$ cat src/hdl/spc_pkg.sv
package spc_pkg;

  localparam int unsigned PulseW = 16;
  localparam int unsigned AngleW = 8;
  localparam int unsigned FuncW  = 3;
  localparam int unsigned ProdW  = PulseW + AngleW;
  localparam int unsigned CfgIdxW = 3;

  typedef logic [PulseW-1:0] pulse_t;
  typedef logic [AngleW-1:0] angle_t;
  typedef logic [ProdW-1:0]  prod_t;

  typedef enum logic [FuncW-1:0] {
    FN_TICK      = 3'd0,
    FN_INIT      = 3'd1,
    FN_SET_ANGLE = 3'd2,
    FN_SET_PULSE = 3'd3,
    FN_START     = 3'd4,
    FN_STOP      = 3'd5,
    FN_GET_ANGLE = 3'd6,
    FN_DEINIT    = 3'd7
  } func_t;

  typedef enum logic [CfgIdxW-1:0] {
    CFG_MIN_PULSE = 3'd0,
    CFG_MAX_PULSE = 3'd1,
    CFG_MAX_ANGLE = 3'd2,
    CFG_FRAME_TOP = 3'd3
  } cfg_idx_t;

  localparam pulse_t MinPulseRst = 16'd1000;
  localparam pulse_t MaxPulseRst = 16'd2000;
  localparam angle_t MaxAngleRst = 8'd180;
  localparam pulse_t FrameTopRst = 16'd19999;

endpackage

$ cat src/hdl/spc_mul.sv
module spc_mul (
  input  logic                  clk,
  input  logic                  rst_n,
  input  logic                  start,
  input  spc_pkg::pulse_t       mcand,
  input  spc_pkg::angle_t       mplier,
  output logic                  done,
  output spc_pkg::prod_t        product
);

  localparam int unsigned AW = spc_pkg::AngleW;
  localparam int unsigned PW = spc_pkg::PulseW;
  localparam int unsigned CW = $clog2(AW);

  logic                 busy_r;
  logic                 done_r;
  logic [CW-1:0]        cnt_r;
  spc_pkg::pulse_t      mcand_r;
  spc_pkg::prod_t       prod_r;
  spc_pkg::prod_t       prod_nxt;
  logic [PW:0]          sum;

  // shift-add, one multiplier bit per cycle
  always_comb begin
    sum      = {1'b0, prod_r[spc_pkg::ProdW-1:AW]} + (prod_r[0] ? {1'b0, mcand_r} : '0);
    prod_nxt = {sum, prod_r[AW-1:1]};
  end

  always_ff @(posedge clk) begin
    if (!rst_n) begin
      busy_r <= 1'b0;
      done_r <= 1'b0;
      cnt_r  <= '0;
    end else begin
      done_r <= 1'b0;
      if (start) begin
        prod_r  <= {{PW{1'b0}}, mplier};
        mcand_r <= mcand;
        cnt_r   <= '0;
        busy_r  <= 1'b1;
      end else if (busy_r) begin
        prod_r <= prod_nxt;
        cnt_r  <= cnt_r + 1'b1;
        if (cnt_r == CW'(AW - 1)) begin
          busy_r <= 1'b0;
          done_r <= 1'b1;
        end
      end
    end
  end

  assign done    = done_r;
  assign product = prod_r;

endmodule

$ cat src/hdl/spc_div.sv
module spc_div (
  input  logic             clk,
  input  logic             rst_n,
  input  logic             start,
  input  spc_pkg::prod_t   dividend,
  input  spc_pkg::pulse_t  divisor,
  output logic             done,
  output spc_pkg::prod_t   quotient
);

  localparam int unsigned QW = spc_pkg::ProdW;
  localparam int unsigned DW = spc_pkg::PulseW;
  localparam int unsigned CW = $clog2(QW);

  logic                  busy_r;
  logic                  done_r;
  logic [CW-1:0]         cnt_r;
  spc_pkg::pulse_t       dsr_r;
  spc_pkg::pulse_t       rem_r;
  spc_pkg::pulse_t       rem_nxt;
  spc_pkg::prod_t        quo_r;
  spc_pkg::prod_t        quo_nxt;
  logic [DW:0]           shifted;
  logic [DW:0]           diff;
  logic                  ge;

  // restoring division, one quotient bit per cycle
  always_comb begin
    shifted = {rem_r, quo_r[QW-1]};
    diff    = shifted - {1'b0, dsr_r};
    ge      = shifted >= {1'b0, dsr_r};
    rem_nxt = ge ? diff[DW-1:0] : shifted[DW-1:0];
    quo_nxt = {quo_r[QW-2:0], ge};
  end

  always_ff @(posedge clk) begin
    if (!rst_n) begin
      busy_r <= 1'b0;
      done_r <= 1'b0;
      cnt_r  <= '0;
    end else begin
      done_r <= 1'b0;
      if (start) begin
        quo_r  <= dividend;
        rem_r  <= '0;
        dsr_r  <= divisor;
        cnt_r  <= '0;
        busy_r <= 1'b1;
      end else if (busy_r) begin
        quo_r <= quo_nxt;
        rem_r <= rem_nxt;
        cnt_r <= cnt_r + 1'b1;
        if (cnt_r == CW'(QW - 1)) begin
          busy_r <= 1'b0;
          done_r <= 1'b1;
        end
      end
    end
  end

  assign done     = done_r;
  assign quotient = quo_r;

endmodule

$ cat src/hdl/servo_pulse_channel_core.sv
// One RC servo channel driven by a command stream, one result transaction per
// command. Tick, start, stop, get angle, deinit and every rejected command go
// from ST_IDLE to ST_DONE, which loads the result into the output register
// once that register is empty or not stalled. Init, set angle and set pulse
// run the angle/pulse mapping in ST_CALC through a bit-serial 8-step multiplier
// followed by a 24-step restoring divider, and then go on to ST_DONE alike.
// One command is in flight at a time; the next is accepted as soon as the
// previous result is loaded, even while that result is still stalled.
// Configuration writes are taken at any time and are expected only when idle.
module servo_pulse_channel_core (
  input  logic                             clk,
  input  logic                             rst_n,
  input  logic                             in_valid,
  output logic                             in_stall,
  input  logic [spc_pkg::FuncW-1:0]        in_func,
  input  logic [spc_pkg::AngleW-1:0]       in_angle,
  input  logic [spc_pkg::PulseW-1:0]       in_pulse_us,
  output logic                             out_valid,
  input  logic                             out_stall,
  output logic                             out_status,
  output logic                             out_pin_level,
  output logic [spc_pkg::AngleW-1:0]       out_angle_now,
  output logic [spc_pkg::PulseW-1:0]       out_pulse_now,
  input  logic                             cfg_we,
  input  logic [spc_pkg::CfgIdxW-1:0]      cfg_index,
  input  logic [spc_pkg::PulseW-1:0]       cfg_wdata
);

  typedef enum logic [1:0] {
    ST_IDLE,
    ST_CALC,
    ST_DONE
  } state_t;

  state_t          state_r;
  spc_pkg::pulse_t min_pulse_r;
  spc_pkg::pulse_t max_pulse_r;
  spc_pkg::angle_t max_angle_r;
  spc_pkg::pulse_t frame_top_r;

  spc_pkg::pulse_t frame_count_r;
  spc_pkg::pulse_t cur_pulse_r;
  spc_pkg::angle_t cur_angle_r;
  logic            running_r;
  logic            ready_r;

  logic            status_r;
  logic            mode_pulse_r;
  logic            init_r;
  spc_pkg::angle_t a_r;
  spc_pkg::pulse_t p_r;
  spc_pkg::pulse_t divisor_r;

  logic            out_valid_r;
  logic            out_status_r;
  logic            out_pin_r;
  spc_pkg::angle_t out_angle_r;
  spc_pkg::pulse_t out_pulse_r;

  spc_pkg::func_t  func;
  logic            accept;
  logic            out_load;
  logic            calib_ok;
  spc_pkg::pulse_t span;
  spc_pkg::pulse_t p_cl;
  logic            reject;
  logic            mul_start;
  spc_pkg::pulse_t mul_mcand;
  spc_pkg::angle_t mul_mplier;
  logic            mul_done;
  spc_pkg::prod_t  mul_product;
  logic            div_done;
  spc_pkg::prod_t  div_quo;

  assign func     = spc_pkg::func_t'(in_func);
  assign in_stall = (state_r != ST_IDLE);
  assign accept   = in_valid && (state_r == ST_IDLE);
  assign out_load = (state_r == ST_DONE) && (!out_valid_r || !out_stall);
  assign calib_ok = (max_angle_r != '0) && (min_pulse_r < max_pulse_r);
  assign span     = max_pulse_r - min_pulse_r;

  always_comb begin
    if (in_pulse_us < min_pulse_r) begin
      p_cl = min_pulse_r;
    end else if (in_pulse_us > max_pulse_r) begin
      p_cl = max_pulse_r;
    end else begin
      p_cl = in_pulse_us;
    end
  end

  always_comb begin
    reject     = 1'b0;
    mul_start  = 1'b0;
    mul_mcand  = span;
    mul_mplier = in_angle;
    unique case (func)
      spc_pkg::FN_TICK: begin
        reject = 1'b0;
      end
      spc_pkg::FN_INIT: begin
        reject     = !calib_ok;
        mul_start  = accept && calib_ok;
        mul_mplier = max_angle_r >> 1;
      end
      spc_pkg::FN_SET_ANGLE: begin
        reject    = !ready_r || !calib_ok || (in_angle > max_angle_r);
        mul_start = accept && !reject;
      end
      spc_pkg::FN_SET_PULSE: begin
        reject     = !ready_r || !calib_ok;
        mul_start  = accept && !reject;
        mul_mcand  = p_cl - min_pulse_r;
        mul_mplier = max_angle_r;
      end
      spc_pkg::FN_START, spc_pkg::FN_STOP, spc_pkg::FN_GET_ANGLE,
      spc_pkg::FN_DEINIT: begin
        reject = !ready_r;
      end
    endcase
  end

  always_ff @(posedge clk) begin
    if (!rst_n) begin
      state_r       <= ST_IDLE;
      min_pulse_r   <= spc_pkg::MinPulseRst;
      max_pulse_r   <= spc_pkg::MaxPulseRst;
      max_angle_r   <= spc_pkg::MaxAngleRst;
      frame_top_r   <= spc_pkg::FrameTopRst;
      frame_count_r <= '0;
      cur_pulse_r   <= '0;
      cur_angle_r   <= '0;
      running_r     <= 1'b0;
      ready_r       <= 1'b0;
      out_valid_r   <= 1'b0;
    end else begin
      if (cfg_we) begin
        unique case (cfg_index)
          spc_pkg::CFG_MIN_PULSE: min_pulse_r <= cfg_wdata;
          spc_pkg::CFG_MAX_PULSE: max_pulse_r <= cfg_wdata;
          spc_pkg::CFG_MAX_ANGLE: max_angle_r <= cfg_wdata[spc_pkg::AngleW-1:0];
          spc_pkg::CFG_FRAME_TOP: frame_top_r <= cfg_wdata;
          default: ;
        endcase
      end

      if (out_load) begin
        out_valid_r <= 1'b1;
      end else if (out_valid_r && !out_stall) begin
        out_valid_r <= 1'b0;
      end

      unique case (state_r)
        ST_IDLE: begin
          if (accept) begin
            status_r <= reject;
            if (mul_start) begin
              mode_pulse_r <= (func == spc_pkg::FN_SET_PULSE);
              init_r       <= (func == spc_pkg::FN_INIT);
              a_r          <= mul_mplier;
              p_r          <= p_cl;
              divisor_r    <= (func == spc_pkg::FN_SET_PULSE) ? span :
                              {{(spc_pkg::PulseW-spc_pkg::AngleW){1'b0}}, max_angle_r};
              state_r      <= ST_CALC;
            end else begin
              state_r <= ST_DONE;
              if (!reject) begin
                unique case (func)
                  spc_pkg::FN_TICK: begin
                    frame_count_r <= (frame_count_r >= frame_top_r) ? '0 :
                                     frame_count_r + 1'b1;
                  end
                  spc_pkg::FN_START: running_r <= 1'b1;
                  spc_pkg::FN_STOP:  running_r <= 1'b0;
                  spc_pkg::FN_DEINIT: begin
                    running_r <= 1'b0;
                    ready_r   <= 1'b0;
                  end
                  default: ;
                endcase
              end
            end
          end
        end
        ST_CALC: begin
          if (div_done) begin
            if (mode_pulse_r) begin
              cur_pulse_r <= p_r;
              cur_angle_r <= div_quo[spc_pkg::AngleW-1:0];
            end else begin
              cur_angle_r <= a_r;
              cur_pulse_r <= min_pulse_r + div_quo[spc_pkg::PulseW-1:0];
            end
            if (init_r) begin
              ready_r   <= 1'b1;
              running_r <= 1'b1;
            end
            state_r <= ST_DONE;
          end
        end
        ST_DONE: begin
          if (out_load) begin
            out_status_r <= status_r;
            out_pin_r    <= running_r && (frame_count_r < cur_pulse_r);
            out_angle_r  <= cur_angle_r;
            out_pulse_r  <= cur_pulse_r;
            state_r      <= ST_IDLE;
          end
        end
        default: state_r <= ST_IDLE;
      endcase
    end
  end

  spc_mul u_mul (
    .clk     (clk),
    .rst_n   (rst_n),
    .start   (mul_start),
    .mcand   (mul_mcand),
    .mplier  (mul_mplier),
    .done    (mul_done),
    .product (mul_product)
  );

  spc_div u_div (
    .clk      (clk),
    .rst_n    (rst_n),
    .start    (mul_done),
    .dividend (mul_product),
    .divisor  (divisor_r),
    .done     (div_done),
    .quotient (div_quo)
  );

  assign out_valid     = out_valid_r;
  assign out_status    = out_status_r;
  assign out_pin_level = out_pin_r;
  assign out_angle_now = out_angle_r;
  assign out_pulse_now = out_pulse_r;

endmodule

$ cat config.mk
export PLATFORM = sky130hd
export DESIGN_NAME = servo_pulse_channel_core
export DESIGN_NICKNAME = d
export VERILOG_FILES = /design/src/hdl/spc_pkg.sv /design/src/hdl/spc_mul.sv /design/src/hdl/spc_div.sv /design/src/hdl/servo_pulse_channel_core.sv
export SDC_FILE = /design/constraint.sdc
export NUM_CORES = 1
export LEC_CHECK = 0
export BUFFER_PORTS_ARGS = -buffer_cell sky130_fd_sc_hd__buf_4
export CORE_UTILIZATION = 32
export CTS_BUF_LIST = sky130_fd_sc_hd__clkbuf_4
export DETAILED_ROUTE_END_ITERATION = 7
export SETUP_SLACK_MARGIN = 0.15
export SYNTH_ARGS = -nofsm -noshare
export SYNTH_HDL_FRONTEND = slang
export SYNTH_SLANG_ARGS = --single-unit
$ cat constraint.sdc
create_clock -name clk -period 11.9 [get_ports clk]
set_input_delay 0.595 -clock clk [delete_from_list [all_inputs] [get_ports clk]]
set_output_delay 0.595 -clock clk [all_outputs]
set_load 0.05 [all_outputs]
* Word level (Yosys, flattened, before mapping)
Cells that the tools add are included.
** Operators by class
- Bitwise gates (word level) :: 5
- Add/sub/neg operators :: 8
- Reductions and logical operators :: 48
- Multiplexer cells :: 44
- $lt $le $gt $ge :: 7
- Equal/unequal tests :: 22
** Operator list (number)
- 16-bit 2-to-1 mux :: 8
- 24-bit 2-to-1 mux :: 3
- 16-bit less-than comparator :: 3
- 16-bit subtractor :: 3
- 8-bit 2-to-1 mux :: 3
- 1-bit 2-to-1 mux :: 19
- 2-bit AND reduction :: 9
- 16-bit by 17-bit adder with 17-bit output :: 1
- 17-bit by 16-bit >= comparator with 1-bit output :: 1
- 16-bit by 1-bit adder with 16-bit output (second input constant) :: 1
- 16-bit adder :: 1
- 16-bit >= comparator :: 1
- 16-bit > comparator :: 1
- 8-bit case mux with 2 select lines :: 1
- 3-bit equality test (second input constant) :: 5
- 7-bit AND reduction :: 2
- 3-bit by 2-bit equality test with 1-bit output (second input constant) :: 4
- 2-bit inequality test (second input constant) :: 5
- 2-bit nonzero test :: 5
- 3-bit AND reduction :: 3
- 8-bit > comparator :: 1
- 1-bit logical AND :: 8
- 2-bit 2-to-1 mux :: 4
- 8-bit nonzero test :: 1
- 22 further kinds :: 41
** Storage, ports and cells
- Output and inout bits :: 28
- Bits of input ports :: 51
- Word-level logic and storage cells :: 168
- Register bits after elaboration :: 278

* Longest topological paths before layout
Gate-level depths: netlist (run 1).
- Depth in word-level cells :: 11
- Mapped depth :: 21
- Mapped depth without buffers :: 20

* Cells and area by module
A second synthesis (run 1) with hierarchy kept.
** Second synthesis, totals
- Cells, all modules :: 1676
- Area, all modules :: 16552.1 um^2
** By module, submodules not included
- servo_pulse_channel_core :: times used 1, area each 10709.0 um^2, cells an instance 1203
- spc_div :: times used 1, area each 3418.3 um^2, cells an instance 277
- spc_mul :: times used 1, area each 2424.8 um^2, cells an instance 196

* Least setup slack after synthesis (run 1)
OpenSTA, ideal clock, no wires.
- Kind :: flip-flop to flip-flop
- Start point :: register max_pulse_r[0]
- End point :: register u_mul.prod_r[0] (netlist: u_mul.product[0]) (enable)
- Data required time :: 11.516 ns
- Library setup time :: 0.384 ns
- Setup slack :: 7.457 ns
- Period minus slack after synthesis :: 4.443 ns
- Path buffers :: 1
- Arrival time :: 4.059 ns
- Stages on the path, launching flop included :: 14
- Cells stage by stage :: dfxtp_1 -> inv_1 -> ha_1 -> fa_1 -> nor2b_1 -> o21ai_0 -> nand2b_1 -> a221oi_1 -> o21ai_1 -> o211ai_1 -> nor4_1 -> buf_2 -> and2_1 -> nand2b_1
** Between the ends
- Word-level cells in the longest chain between the ends :: 10
- Elaborated cells between the ends (all ways) :: 13
- Classes of those cells :: order compare: 1; mux: 1; reduce/logical: 11
** RTL lines
- from (decl) :: line servo_pulse_channel_core.sv:37 : spc_pkg::pulse_t max_pulse_r;
- from (signal assigned) :: line servo_pulse_channel_core.sv:127 : max_pulse_r <= spc_pkg::MaxPulseRst;
- from (signal assigned) :: line servo_pulse_channel_core.sv:140 : spc_pkg::CFG_MAX_PULSE: max_pulse_r <= cfg_wdata;
- 16-bit less-than comparator * :: line servo_pulse_channel_core.sv:79 : assign calib_ok = (max_angle_r != '0) && (min_pulse_r < max_pulse_r);
- 1-bit logical AND * :: line servo_pulse_channel_core.sv:79
- 1-bit zero test :: line servo_pulse_channel_core.sv:107, servo_pulse_channel_core.sv:111
- 1-bit logical OR :: line servo_pulse_channel_core.sv:107, servo_pulse_channel_core.sv:111
- 1-bit logical OR :: line servo_pulse_channel_core.sv:107 : reject = !ready_r || !calib_ok || (in_angle > max_angle_r);
- 1-bit zero test :: line servo_pulse_channel_core.sv:108 : mul_start = accept && !reject;
- 1-bit logical AND :: line servo_pulse_channel_core.sv:108
- 1-bit case mux with 3 select lines * :: line servo_pulse_channel_core.sv:97 : unique case (func)
- 2-bit nonzero test (no line) *
- 2-bit AND reduction (no line) *
- to (signal assigned) :: line spc_mul.sv:37 : prod_r <= {{PW{1'b0}}, mplier};
- to (signal assigned) :: line spc_mul.sv:42 : prod_r <= prod_nxt;
- to (decl) :: line spc_mul.sv:19 : spc_pkg::prod_t prod_r;
Every way passes the cells marked *; elsewhere a longest branch is shown, timed or not.
A chain may end at the register's enable or synchronous reset.

* Final worst setup path (run 1)
- Start point :: register max_pulse_r[13]
- End point :: register u_mul.mcand_r[12], data pin
** Between the ends
- Word-level cells in the longest chain between the ends :: 5
** RTL lines
- 16-bit > comparator :: line servo_pulse_channel_core.sv:85 : end else if (in_pulse_us > max_pulse_r) begin
- 16-bit 2-to-1 mux :: line servo_pulse_channel_core.sv:85
- 16-bit 2-to-1 mux :: line servo_pulse_channel_core.sv:83 : if (in_pulse_us < min_pulse_r) begin
- named net p_cl[1] :: line servo_pulse_channel_core.sv:65 : spc_pkg::pulse_t p_cl;
- 16-bit subtractor :: line servo_pulse_channel_core.sv:113 : mul_mcand = p_cl - min_pulse_r;
- 16-bit 2-to-1 mux :: line servo_pulse_channel_core.sv:97
- named net mul_mcand[12] :: line servo_pulse_channel_core.sv:68 : spc_pkg::pulse_t mul_mcand;
- to (signal assigned) :: line spc_mul.sv:38 : mcand_r <= mcand;
- to (decl) :: line spc_mul.sv:18 : spc_pkg::pulse_t mcand_r;
The timed path passes the listed nets, and every way through them passes these cells.

==> results of run 1 <==
-- worst reg2reg max path: stages, from the launching register on --
cell      delay (ns)
dfxtp_1         0.43
inv_1           0.07
ha_1            0.29
nand4_1         0.18
a211oi_1        0.21
o32ai_1         0.13
a21oi_2         0.54
buf_4           0.32
mux2i_1         0.09
o21ai_0         0.31
inv_1           0.11
fa_1            0.45
nor2b_1         0.12
o21ai_0         0.10
a21boi_0        0.29
o21ai_0         0.16
a21oi_1         0.35
a21oi_1         0.14
a21oi_1         0.19
xnor2_1         0.14
o21ai_0         0.10
-- through the flow --
stage	cells	worst slack, ns
floorplan	1643	7.46
global placement	2347	6.79
detailed placement	2347	6.74
CTS	2488	6.90
global route	2490	6.41
finish	2491	6.86
-- final timing paths --
check | startpoint | to | slack [ns]
max | max_pulse_r[13]$_SDFFE_PN0P_ | u_mul.mcand_r[12]$_DFFE_PP_ | 6.86
min | cfg_wdata[14] | frame_top_r[14]$_SDFFE_PN1P_ | 0.09
max reg2reg | max_pulse_r[13]$_SDFFE_PN0P_ | u_mul.mcand_r[12]$_DFFE_PP_ | 6.86
min reg2reg | divisor_r[6]$_DFFE_PP_ | u_div.dsr_r[6]$_DFFE_PP_ | 0.42
-- final cells by class --
cell class | instances | area, um2
fill | 5062 | 31600
clock inverter | 35 | 224
clock buffer | 106 | 796
multi-input combinational | 1189 | 8400
timing repair buffer | 90 | 676
inverter | 118 | 443
tap | 672 | 841
sequential | 278 | 7220
antenna | 3 | 7.51
-- cells by family (layout without fill, tap and decap cells) --
logic type | count (synthesis) | count (layout) | share of synthesized area
AOI/OAI and AO/OA | 357 | 357 | 0.147
xor gates and xnor gates | 74 | 74 | 0.0398
adders and majority gates | 157 | 157 | 0.123
buffers and inverters | 176 | 349 | 0.0426
DFF | 278 | 278 | 0.443
muxes | 90 | 90 | 0.0581
other | 0 | 3 | 0
and+or+nand+nor | 511 | 511 | 0.147
-- sequential cells by signal, summed over array words and instances (netlist names), 2 cells and up --
signal,cells
frame_count_r,16
max_pulse_r,16
min_pulse_r,16
a_r,8
u_div.dsr_r,16
u_mul.mcand_r,16
state_r,2
frame_top_r,16
out_angle_now,8
u_div.cnt_r,5
out_pulse_now,16
p_r,16
u_mul.product,24
divisor_r,16
u_div.quotient,24
max_angle_r,8
u_div.rem_r,16
u_mul.cnt_r,3
cur_pulse_r,16
cur_angle_r,8
-- cells in the mapped netlist, drive strengths merged, types with 24 or more instances --
cell / count
inv: 118
dfxtp: 113
nand4: 24
a21oi: 69
a21o: 35
nand2: 217
mux2: 37
a21boi: 39
ha: 152
o211ai: 35
xor2: 31
clkbuf: 47
nand2b: 27
and2: 24
nor2: 110
edfxtp: 165
xnor2: 43
mux2i: 53
o21ai: 81
-- routing by layer --
metal / routed length (um) / vias to the layer above / GRT usage
li1: - / 6160 / -
met1: 20600 / 5993 / 0.234
met2: 20500 / 276 / 0.278
met3: 2350 / 72 / 0.0352
met4: 1030 / 0 / 0.0582
met5: 0 / - / 0
-- power groups by stage --
stage | logic (uW) | registers [uW] | clock network (uW)
floorplan | 146 | 1060 | 0
global placement | 232 | 1060 | 0
detailed placement | 233 | 1060 | 0
CTS | 235 | 1040 | 934
global route | 258 | 1040 | 988
finish | 236 | 1040 | 904
==> metrics.md, run 1 <==
| Metric | Value |
|---|---|
| Root Buffer Master | clkbuf_4 |
| CP Max Fanout | 9 |
| Distinct cell type count after synthesis | 73 |
| Reg2reg path depth | 20 |
| Vias in the first global route | 12200 |
| Crit path buf inv count | 3 |
| Top cell type by total area after synthesis | edfxtp_1 |
| Port bufs | 78 |
| HPWL Detailed | 33.8 mm |
| Synthesized area per cell | 9.92 um2 |
| Worst Max-Slew Pin Slew | 1.15 ns |
| Hold Path Class | in2reg |
| Critical-path cell list | inv_1 -> ha_1 -> nand4_1 -> a211oi_1 -> o32ai_1 -> a21oi_2 -> buf_4 -> mux2i_1 -> o21ai_0 -> inv_1 -> fa_1 -> nor2b_1 -> o21ai_0 -> a21boi_0 -> o21ai_0 -> a21oi_1 -> a21oi_1 -> a21oi_1 -> xnor2_1 -> o21ai_0 |
| Global-route wire length before repair | 68.7 mm |
| Post-synth EDFFs | 165 |
| Final TNS setup | 0 ns |
| Critical Path Slowest Stage Cell | a21oi_2 |
| Total die area | 51800 um2 |
| Switching Fraction | 0.272 |
| Most used cell, CP | o21ai_0 |
| Final setup viols | 0 |
| Iteration-0 DRC Markers | 786 |
| Yosys top cell area share | 0.304 |
| Slew Limit Fails | 0 |
| Async set-or-reset flop fraction in the synthesized netlist | 0 |
| Critical path class | reg2reg |
| P&R area growth vs syn | 14.2% |
| Clock Power Share | 0.415 |
| FF+latch count, synth | 278 |
| Largest net degree at the start of global routing | 68 |
| Grt total ovfl | 0 |
| Initial antenna violation count | 3 |
| Antenna-violating nets left | 0 |
| # IOs | 79 |
| Hold slack | 0.0905 ns |
| Critical Path End Type | flop |
| Worst-Skew Late Latency | 0.77 ns |
| YS warnings | 0 |
| Via-to-Cell Ratio | 5.02 |
| DRC viols | 0 |
| Hold buffer count at CTS | 0 |
| F_max | 0.198 GHz |
| Mapped Cells | 1643 |
| H-tree levels | 3 |
| Worst-path clk slew | 0.07 ns |
| Placed Area | 17600 um2 |
| VDD IR max | 58.2 uV |
| Fin. Hold Viols | 0 |
| Avg WL per Cell | 17.9 um |
| Core area | 50200 um2 |
| Post-Syn Area | 16300 um2 |
| Final instance area | 18600 um2 |
| Maximum clock path buffer count | 3 |
| Setup bufs post-CTS | 0 |
| Pwr per Cell Area | 117 nW/um2 |
| CTS tree | built |
| Syn Nets | 1851 |
| Clk_skew | 0.0674 ns |
| RSZ-0062 raised after global routing | false |
| Most frequent cells in the layout | 217 x nand2_1, 165 x edfxtp_1, 152 x ha_1 |
| Most common cell after layout, fill and taps aside | nand2_1 |
| Levels on crit path | 20 |
| CTS Sinks | 278 |
| Synth area leaders | edfxtp_1 30%, dfxtp_1 14%, ha_1 12% |
| Vias | 12500 |
| Chip height | 228 um |
| Sequential area share after synthesis | 0.443 |
| Minimum clock period | 5.04 ns |
| # nets final | 1961 |
| First-pass iteration count of the detailed router | 5 |
| Max Cap Viol | 0 |
| Main synth FF type | edfxtp_1 |
| Final Util | 0.371 |
| Gate power share | 0.108 |
| CP arrival | 5.48 ns |
| Post-cts sizing count | 0 |
| Sequential share of power | 0.476 |
| GRT Util Overall | 0.174 |
| Hold path cells | 3 |
| Worst relative slew slack | 0.232 |
| Crit path launch type | flop |
| Fin crit share | 0.423 |
| CTS buffer count | 76 |
| CP peak stage delay | 0.54 ns |
| Kind of cell adding the most delay to the critical path | compound AO/OA/AOI/OAI gates |
| Outcome | completed |
| Die X | 228 um |
| Final wirelength | 44.5 mm |
| Internal | 1580 uW |
| Global placement routability congestion | 0.923 |
| Share of cells above drive strength 1 | 0.153 |
| CP Data Required Time | 12.34 ns |
| Total Power | 2180 uW |
| Row cnt | 82 |
| Initial Utilization | 0.325 |
| P_leak | 0.00777 uW |
| Psw | 593 uW |
Note: power is estimated with default switching activity, not from simulation.
==> inputs of run 2 (changes only) <==
Clock period 11.9 ns to 5.2 ns, I/O delays scaled along.
==> run 2 against run 1 <==
Net effect:
- sequential share of layout area down 0.95 points
- fmax is 6.3% higher
- cell area rose by 2.5%
- highest routed layer unchanged
- worst hold slack improved by 0.020 ns
- clock skew is 0.023 ns lower
- largest cell class unchanged
- setup slack worse by 6.4 ns
- critical path type unchanged
- final cell count up 1.8%
- critical path depth unchanged
==> metrics.md, run 2 (synthesized netlist as in run 1, its figures left out) <==
| Metric | Value |
|---|---|
| Grt total ovfl | 0 |
| CP peak stage delay | 0.54 ns |
| Critical path launch point | min_pulse_r[1]$_SDFFE_PN0P_ |
| Fin. Hold Viols | 0 |
| Psw | 1320 uW |
| Most common cell after layout, fill and taps aside | nand2_1 |
| Iteration-0 DRC Markers | 820 |
| Most used cell, CP | o21ai_0 |
| H-tree levels | 3 |
| RSZ-0062 raised after global routing | false |
| Critical Path Slowest Stage Cell | dfxtp_1 |
| Initial Utilization | 0.325 |
| Levels on crit path | 20 |
| FILL cells | 5017 |
| Outcome | completed |
| Antenna-violating nets left | 0 |
| Worst-Skew Late Latency | 0.75 ns |
| Final setup viols | 0 |
| Pwr per Cell Area | 260 nW/um2 |
| Maximum clock path buffer count | 3 |
| P&R area growth vs syn | 17.1% |
| Worst Max-Slew Pin Slew | 1.21 ns |
| Critical-path cell list | inv_1 -> ha_1 -> nand2_1 -> o21ai_0 -> a21oi_1 -> o21ai_0 -> a21oi_4 -> buf_4 -> nand2_1 -> o21ai_0 -> ha_1 -> o21ai_0 -> a21oi_1 -> o41ai_2 -> o2111a_1 -> a21oi_1 -> a31oi_1 -> o21ai_0 -> xor2_1 -> mux2i_1 |
| Largest net degree at the start of global routing | 84 |
| Final instance area | 19100 um2 |
| Critical path class | reg2reg |
| Root Buffer Master | clkbuf_4 |
| Routed metal-1 wire length | 21.0 mm |
| VDD IR max | 118 uV |
| CP arrival | 5.21 ns |
| Port bufs | 78 |
| Fin crit share | 0.911 |
| Met3 wire len | 2.06 mm |
| Global-route wire length before repair | 69.4 mm |
| Register Area | 7220 um2 |
| Clock Power Share | 0.407 |
| Kind of cell adding the most delay to the critical path | compound AO/OA/AOI/OAI gates |
| Critical Path End Type | flop |
| Reg2reg path depth | 20 |
| Avg WL per Cell | 18.0 um |
| Slew Limit Fails | 0 |
| Global placement routability congestion | 0.950 |
| # IOs | 79 |
| RR Startpoint | min_pulse_r[1]$_SDFFE_PN0P_ |
| Switching Fraction | 0.267 |
| Sequential share of power | 0.477 |
| Row cnt | 82 |
| Final TNS setup | 0 ns |
| FF-to-FF End | u_mul.mcand_r[15]$_DFFE_PP_ |
| Gate power share | 0.116 |
| HPWL Detailed | 35.0 mm |
| First-pass iteration count of the detailed router | 5 |
| Placed Area | 17700 um2 |
| Vias | 12700 |
| # nets final | 2012 |
| DR WL met2 | 21.5 mm |
| GRT Util Overall | 0.177 |
| Die X | 228 um |
| Worst reg2reg setup slack | 0.46 ns |
| Worst-path clk slew | 0.06 ns |
| Worst relative slew slack | 0.192 |
| Share of cells above drive strength 1 | 0.159 |
| Clk_skew | 0.0446 ns |
| Internal | 3640 uW |
| Crit path buf inv count | 2 |
| CTS tree | built |
| CP Data Required Time | 5.67 ns |
| CP Max Fanout | 11 |
| Footprint of the multi-input gates | 8440 um2 |
| Via-to-Cell Ratio | 5.02 |
| Most frequent cells in the layout | 217 x nand2_1, 165 x edfxtp_1, 152 x ha_1 |
| Vias in the first global route | 12400 |
| Final wirelength | 45.7 mm |
| Total die area | 51800 um2 |
| DRC viols | 0 |
| P_leak | 0.00801 uW |
| Hold Path Class | in2reg |
| Initial antenna violation count | 2 |
| Crit path launch type | flop |
| Minimum clock period | 4.74 ns |
| CTS buffer count | 77 |
| Core area | 50200 um2 |
| F_max | 0.211 GHz |
| Max Cap Viol | 0 |
| CTS Sinks | 278 |
| Crit path to | u_mul.mcand_r[15]$_DFFE_PP_ |
| Chip height | 228 um |
| Max Used Layer | met4 |
run 2: area by class of cell:
cell class                 instances  area share
antenna                            2    0.000262
timing repair buffer             140      0.0598
clock buffer                     115      0.0453
multi-input combinational       1189       0.442
clock inverter                    23     0.00676
tap                              672      0.0441
inverter                         118      0.0232
sequential                       278       0.378
run 2: how the worst min path moves through the flow:
stage                                          start                          end  slack [ns]  cells after the start
after detailed placement      divisor_r[2]$_DFFE_PP_     u_div.dsr_r[2]$_DFFE_PP_        0.40                      0
after floorplan                         cfg_wdata[0]  frame_top_r[0]$_SDFFE_PN1P_        0.38                      2
after global placement    divisor_r[8]$_SDFFCE_PN0P_     u_div.dsr_r[8]$_DFFE_PP_        0.40                      0
after global routing                    cfg_index[0]  max_angle_r[6]$_SDFFE_PN0P_        0.11                      4
final                                   cfg_index[2]  frame_top_r[0]$_SDFFE_PN1P_        0.11                      5
after CTS                               cfg_index[0]  max_angle_r[1]$_SDFFE_PN0P_        0.03                      4
run 2: metal layers:
metal | GRT usage | up-vias
li1 | - | 6253
met1 | 0.234 | 6116
met2 | 0.288 | 313
met3 | 0.0320 | 61
met4 | 0.0645 | 0
met5 | 0 | -
run 2: power by group through the flow:
stage	sequential (uW)	clock (uW)	combinational [uW]
global route	2370	2200	628
global placement	2420	0	541
floorplan	2430	0	334
detailed placement	2420	0	544
finish	2370	2020	577
CTS	2370	2100	568
run 2: tightest hold or removal path, stage by stage:
cell	delay, ns
buf_4	0.08
nor2b_1	0.05
nand3_1	0.24
nand2_1	0.09
nand3_1	0.09
run 2: stage by stage:
stage / instances / hold WS [ns] / setup slack [ns] / util / total power [uW]
2_1_floorplan: 1643 / 0.384 / 0.757 / - / 2760
3_3_place_gp: 2361 / 0.400 / 0.297 / 0.352 / 2960
3_5_place_dp: 2361 / 0.405 / 0.286 / 0.352 / 2960
4_1_cts: 2535 / 0.0286 / 0.259 / 0.379 / 5040
5_1_grt: 2537 / 0.113 / 0.161 / 0.380 / 5200
6_report: 2537 / 0.111 / 0.462 / 0.380 / 4970
run 2: what timing repair did:
action	CTS	global route
resized for setup	0	5
endpoints found under the hold margin	111	0
hold buffers	36	0
setup endpoints to repair	0	4
buffers inserted	0	0
==> inputs of run 3 (changes only) <==
Settings changed: CORE_UTILIZATION 32 to 64, PLACE_DENSITY from default to 0.83.
==> run 3 against run 2 <==
Net effect:
- final cell count shrank 14%
- critical endpoint is now u_mul.mcand_r[12]$_DFFE_PP_
- cell area shrank 2.5%
- routed wire length shrank 2.6%
- clock skew grew 0.0025 ns
- sequential power is essentially flat
- critical path depth shrank 1
- register-to-register slack gained 0.05 ns
- count of clock-buffer cells in the layout shrank 12
- global-route usage grew 17 points
- utilization grew 36 points
- fmax grew 0.99%
==> metrics.md, run 3 (synthesized netlist as in run 1, its figures left out) <==
| Metric | Value |
|---|---|
| Total die area | 26100 um2 |
| Maximum clock path buffer count | 3 |
| CTS Sinks | 278 |
| Most common cell after layout, fill and taps aside | nand2_1 |
| Final setup margin | 0.508 ns |
| Vias in the first global route | 12900 |
| Initial antenna violation count | 1 |
| Pre-CTS setup slack | 0.608 ns |
| P&R area growth vs syn | 14.2% |
| Die X | 162 um |
| CP arrival | 5.11 ns |
| Root Buffer Master | clkbuf_4 |
| Antenna-violating nets left | 0 |
| Reg2reg path depth | 19 |
| CP peak stage delay | 0.50 ns |
| Final setup viols | 0 |
| Slew Limit Fails | 0 |
| CP Max Fanout | 8 |
| Internal | 3620 uW |
| DR WL met2 | 21.0 mm |
| Grt total ovfl | 0 |
| Hold EP | min_pulse_r[9]$_SDFFE_PN1P_ |
| Worst-path clk slew | 0.07 ns |
| Kind of cell adding the most delay to the critical path | compound AO/OA/AOI/OAI gates |
| Global placement routability congestion | 0.977 |
| Critical-path cell list | inv_1 -> ha_1 -> or4_1 -> o32ai_1 -> a21oi_2 -> buf_4 -> mux2i_1 -> o21ai_0 -> inv_1 -> fa_1 -> nor2b_1 -> o21ai_0 -> a21boi_0 -> o21ai_0 -> a21oi_1 -> a21oi_1 -> a21oi_1 -> xnor2_1 -> o21ai_0 |
| DRC viols | 0 |
| Clock Power Share | 0.409 |
| Clk_skew | 0.0471 ns |
| Worst reg2reg setup slack | 0.51 ns |
| Hold Path Class | in2reg |
| Met3 wire len | 3.17 mm |
| # IOs | 79 |
| Final TNS setup | 0 ns |
| Critical Path Slowest Stage Cell | or4_1 |
| Share of cells above drive strength 1 | 0.155 |
| Routed metal-1 wire length | 18.4 mm |
| Chip height | 162 um |
| P_leak | 0.00798 uW |
| Pwr per Cell Area | 268 nW/um2 |
| Most frequent cells in the layout | 217 x nand2_1, 165 x edfxtp_1, 152 x ha_1 |
| Switching Fraction | 0.273 |
| Iteration-0 DRC Markers | 1190 |
| Via-to-Cell Ratio | 6.03 |
| CP Data Required Time | 5.61 ns |
| Hold Crit Start | cfg_we |
| HPWL Detailed | 32.4 mm |
| Fin. Hold Viols | 0 |
| Fin crit share | 0.902 |
| Crit path launch type | flop |
| Worst-Skew Late Latency | 0.71 ns |
| Minimum clock period | 4.69 ns |
| Max Used Layer | met4 |
| F_max | 0.213 GHz |
| Row cnt | 58 |
| Psw | 1360 uW |
| Global-route wire length before repair | 69.2 mm |
| FF-to-FF End | u_mul.mcand_r[12]$_DFFE_PP_ |
| RR Startpoint | max_pulse_r[6]$_SDFFE_PN1P_ |
| # nets final | 2009 |
| Final wirelength | 44.5 mm |
| RSZ-0062 raised after global routing | false |
| Core area | 25100 um2 |
| CTS buffer count | 76 |
| Outcome | completed |
| Sequential share of power | 0.475 |
| Most used cell, CP | o21ai_0 |
| Port bufs | 78 |
| Critical path class | reg2reg |
| H-tree levels | 3 |
| Avg WL per Cell | 20.3 um |
| Critical Path End Type | flop |
| Worst Max-Slew Pin Slew | 1.26 ns |
| Hold path cells | 5 |
| Gate power share | 0.116 |
| Post-cts sizing count | 0 |
| Worst relative slew slack | 0.163 |
| Largest net degree at the start of global routing | 82 |
| First-pass iteration count of the detailed router | 6 |
| Initial Utilization | 0.649 |
| Crit path buf inv count | 3 |
| GRT Util Overall | 0.346 |
| Vias | 13200 |
| VDD IR max | 179 uV |
| Max Cap Viol | 0 |
| CTS tree | built |
run 3: cell count changes in the layout (fill, tap and decap cells not counted), sizes merged:
cell / previous run / this run
clkinv: 19 / 30
inv: 119 / 120
clkinvlp: 2 / 1
dlygate4sd3: 36 / 35
clkbuf: 115 / 103
diode: 2 / 1
buf: 104 / 103
bufinv: 1 / 2
run 3: stage by stage:
step | utilization | hold WS [ns] | cell area (um2) | instances | total power [uW]
2_1_floorplan | - | 0.384 | 16300 | 1643 | 2760
3_3_place_gp | 0.687 | 0.401 | 17300 | 2018 | 2950
3_5_place_dp | 0.687 | 0.405 | 17300 | 2018 | 2960
4_1_cts | 0.741 | 0.0570 | 18600 | 2191 | 4990
5_1_grt | 0.741 | 0.0819 | 18600 | 2192 | 5160
6_report | 0.741 | 0.121 | 18600 | 2192 | 4980
run 3: how the worst max path moves through the flow:
| stage | startpoint | end | slack (ns) | depth (start not counted) |
|---|---|---|---|---|
| floorplan | max_pulse_r[0]$_SDFFE_PN0P_ | u_mul.product[0]$_DFFE_PP_ | 0.76 | 13 |
| global placement | in_pulse_us[11] | u_mul.mcand_r[12]$_DFFE_PP_ | 0.66 | 20 |
| detailed placement | max_pulse_r[12]$_SDFFE_PN0P_ | u_mul.mcand_r[12]$_DFFE_PP_ | 0.61 | 21 |
| CTS | max_pulse_r[12]$_SDFFE_PN0P_ | u_mul.mcand_r[12]$_DFFE_PP_ | 0.61 | 21 |
| global route | max_pulse_r[6]$_SDFFE_PN1P_ | u_mul.mcand_r[12]$_DFFE_PP_ | 0.17 | 19 |
| finish | max_pulse_r[6]$_SDFFE_PN1P_ | u_mul.mcand_r[12]$_DFFE_PP_ | 0.51 | 19 |
run 3: power groups by stage:
stage	Sequential (uW)	Clock (uW)	Combinational [uW]
floorplan	2430	0	334
global placement	2410	0	536
detailed placement	2420	0	542
CTS	2370	2060	564
global route	2370	2170	622
finish	2370	2040	578
run 3: worst register-to-register path: cells and delay by family (launching register included):
kind | cells | cell delay [ns]
compound gates | 10 | 2.07
xor+xnor | 1 | 0.13
fa+ha+maj | 2 | 0.65
buf+inv | 3 | 0.41
flops | 1 | 0.39
mux | 1 | 0.13
simple gates | 2 | 0.63
run 3: timing repair:
action                                  in CTS  in global routing
endpoints found under the setup margin       0                  0
endpoints found under the hold margin       85                  0
setup buffers                                0                  0
hold buffers                                35                  0
run 3: metal layers:
metal,vias up,global-route usage
met5,-,0
li1,6246,-
met3,130,0.0555
met2,596,0.568
met4,0,0.159
met1,6251,0.449
run 3: area by class of cell:
class                      count  area, um2
antenna                        1       2.50
clock buffer                 103        773
clock inverter                35        215
fill                        1792       6510
inverter                     118        443
multi-input combinational   1189       8400
sequential                   278       7220
tap                          330        413
timing repair buffer         138       1140
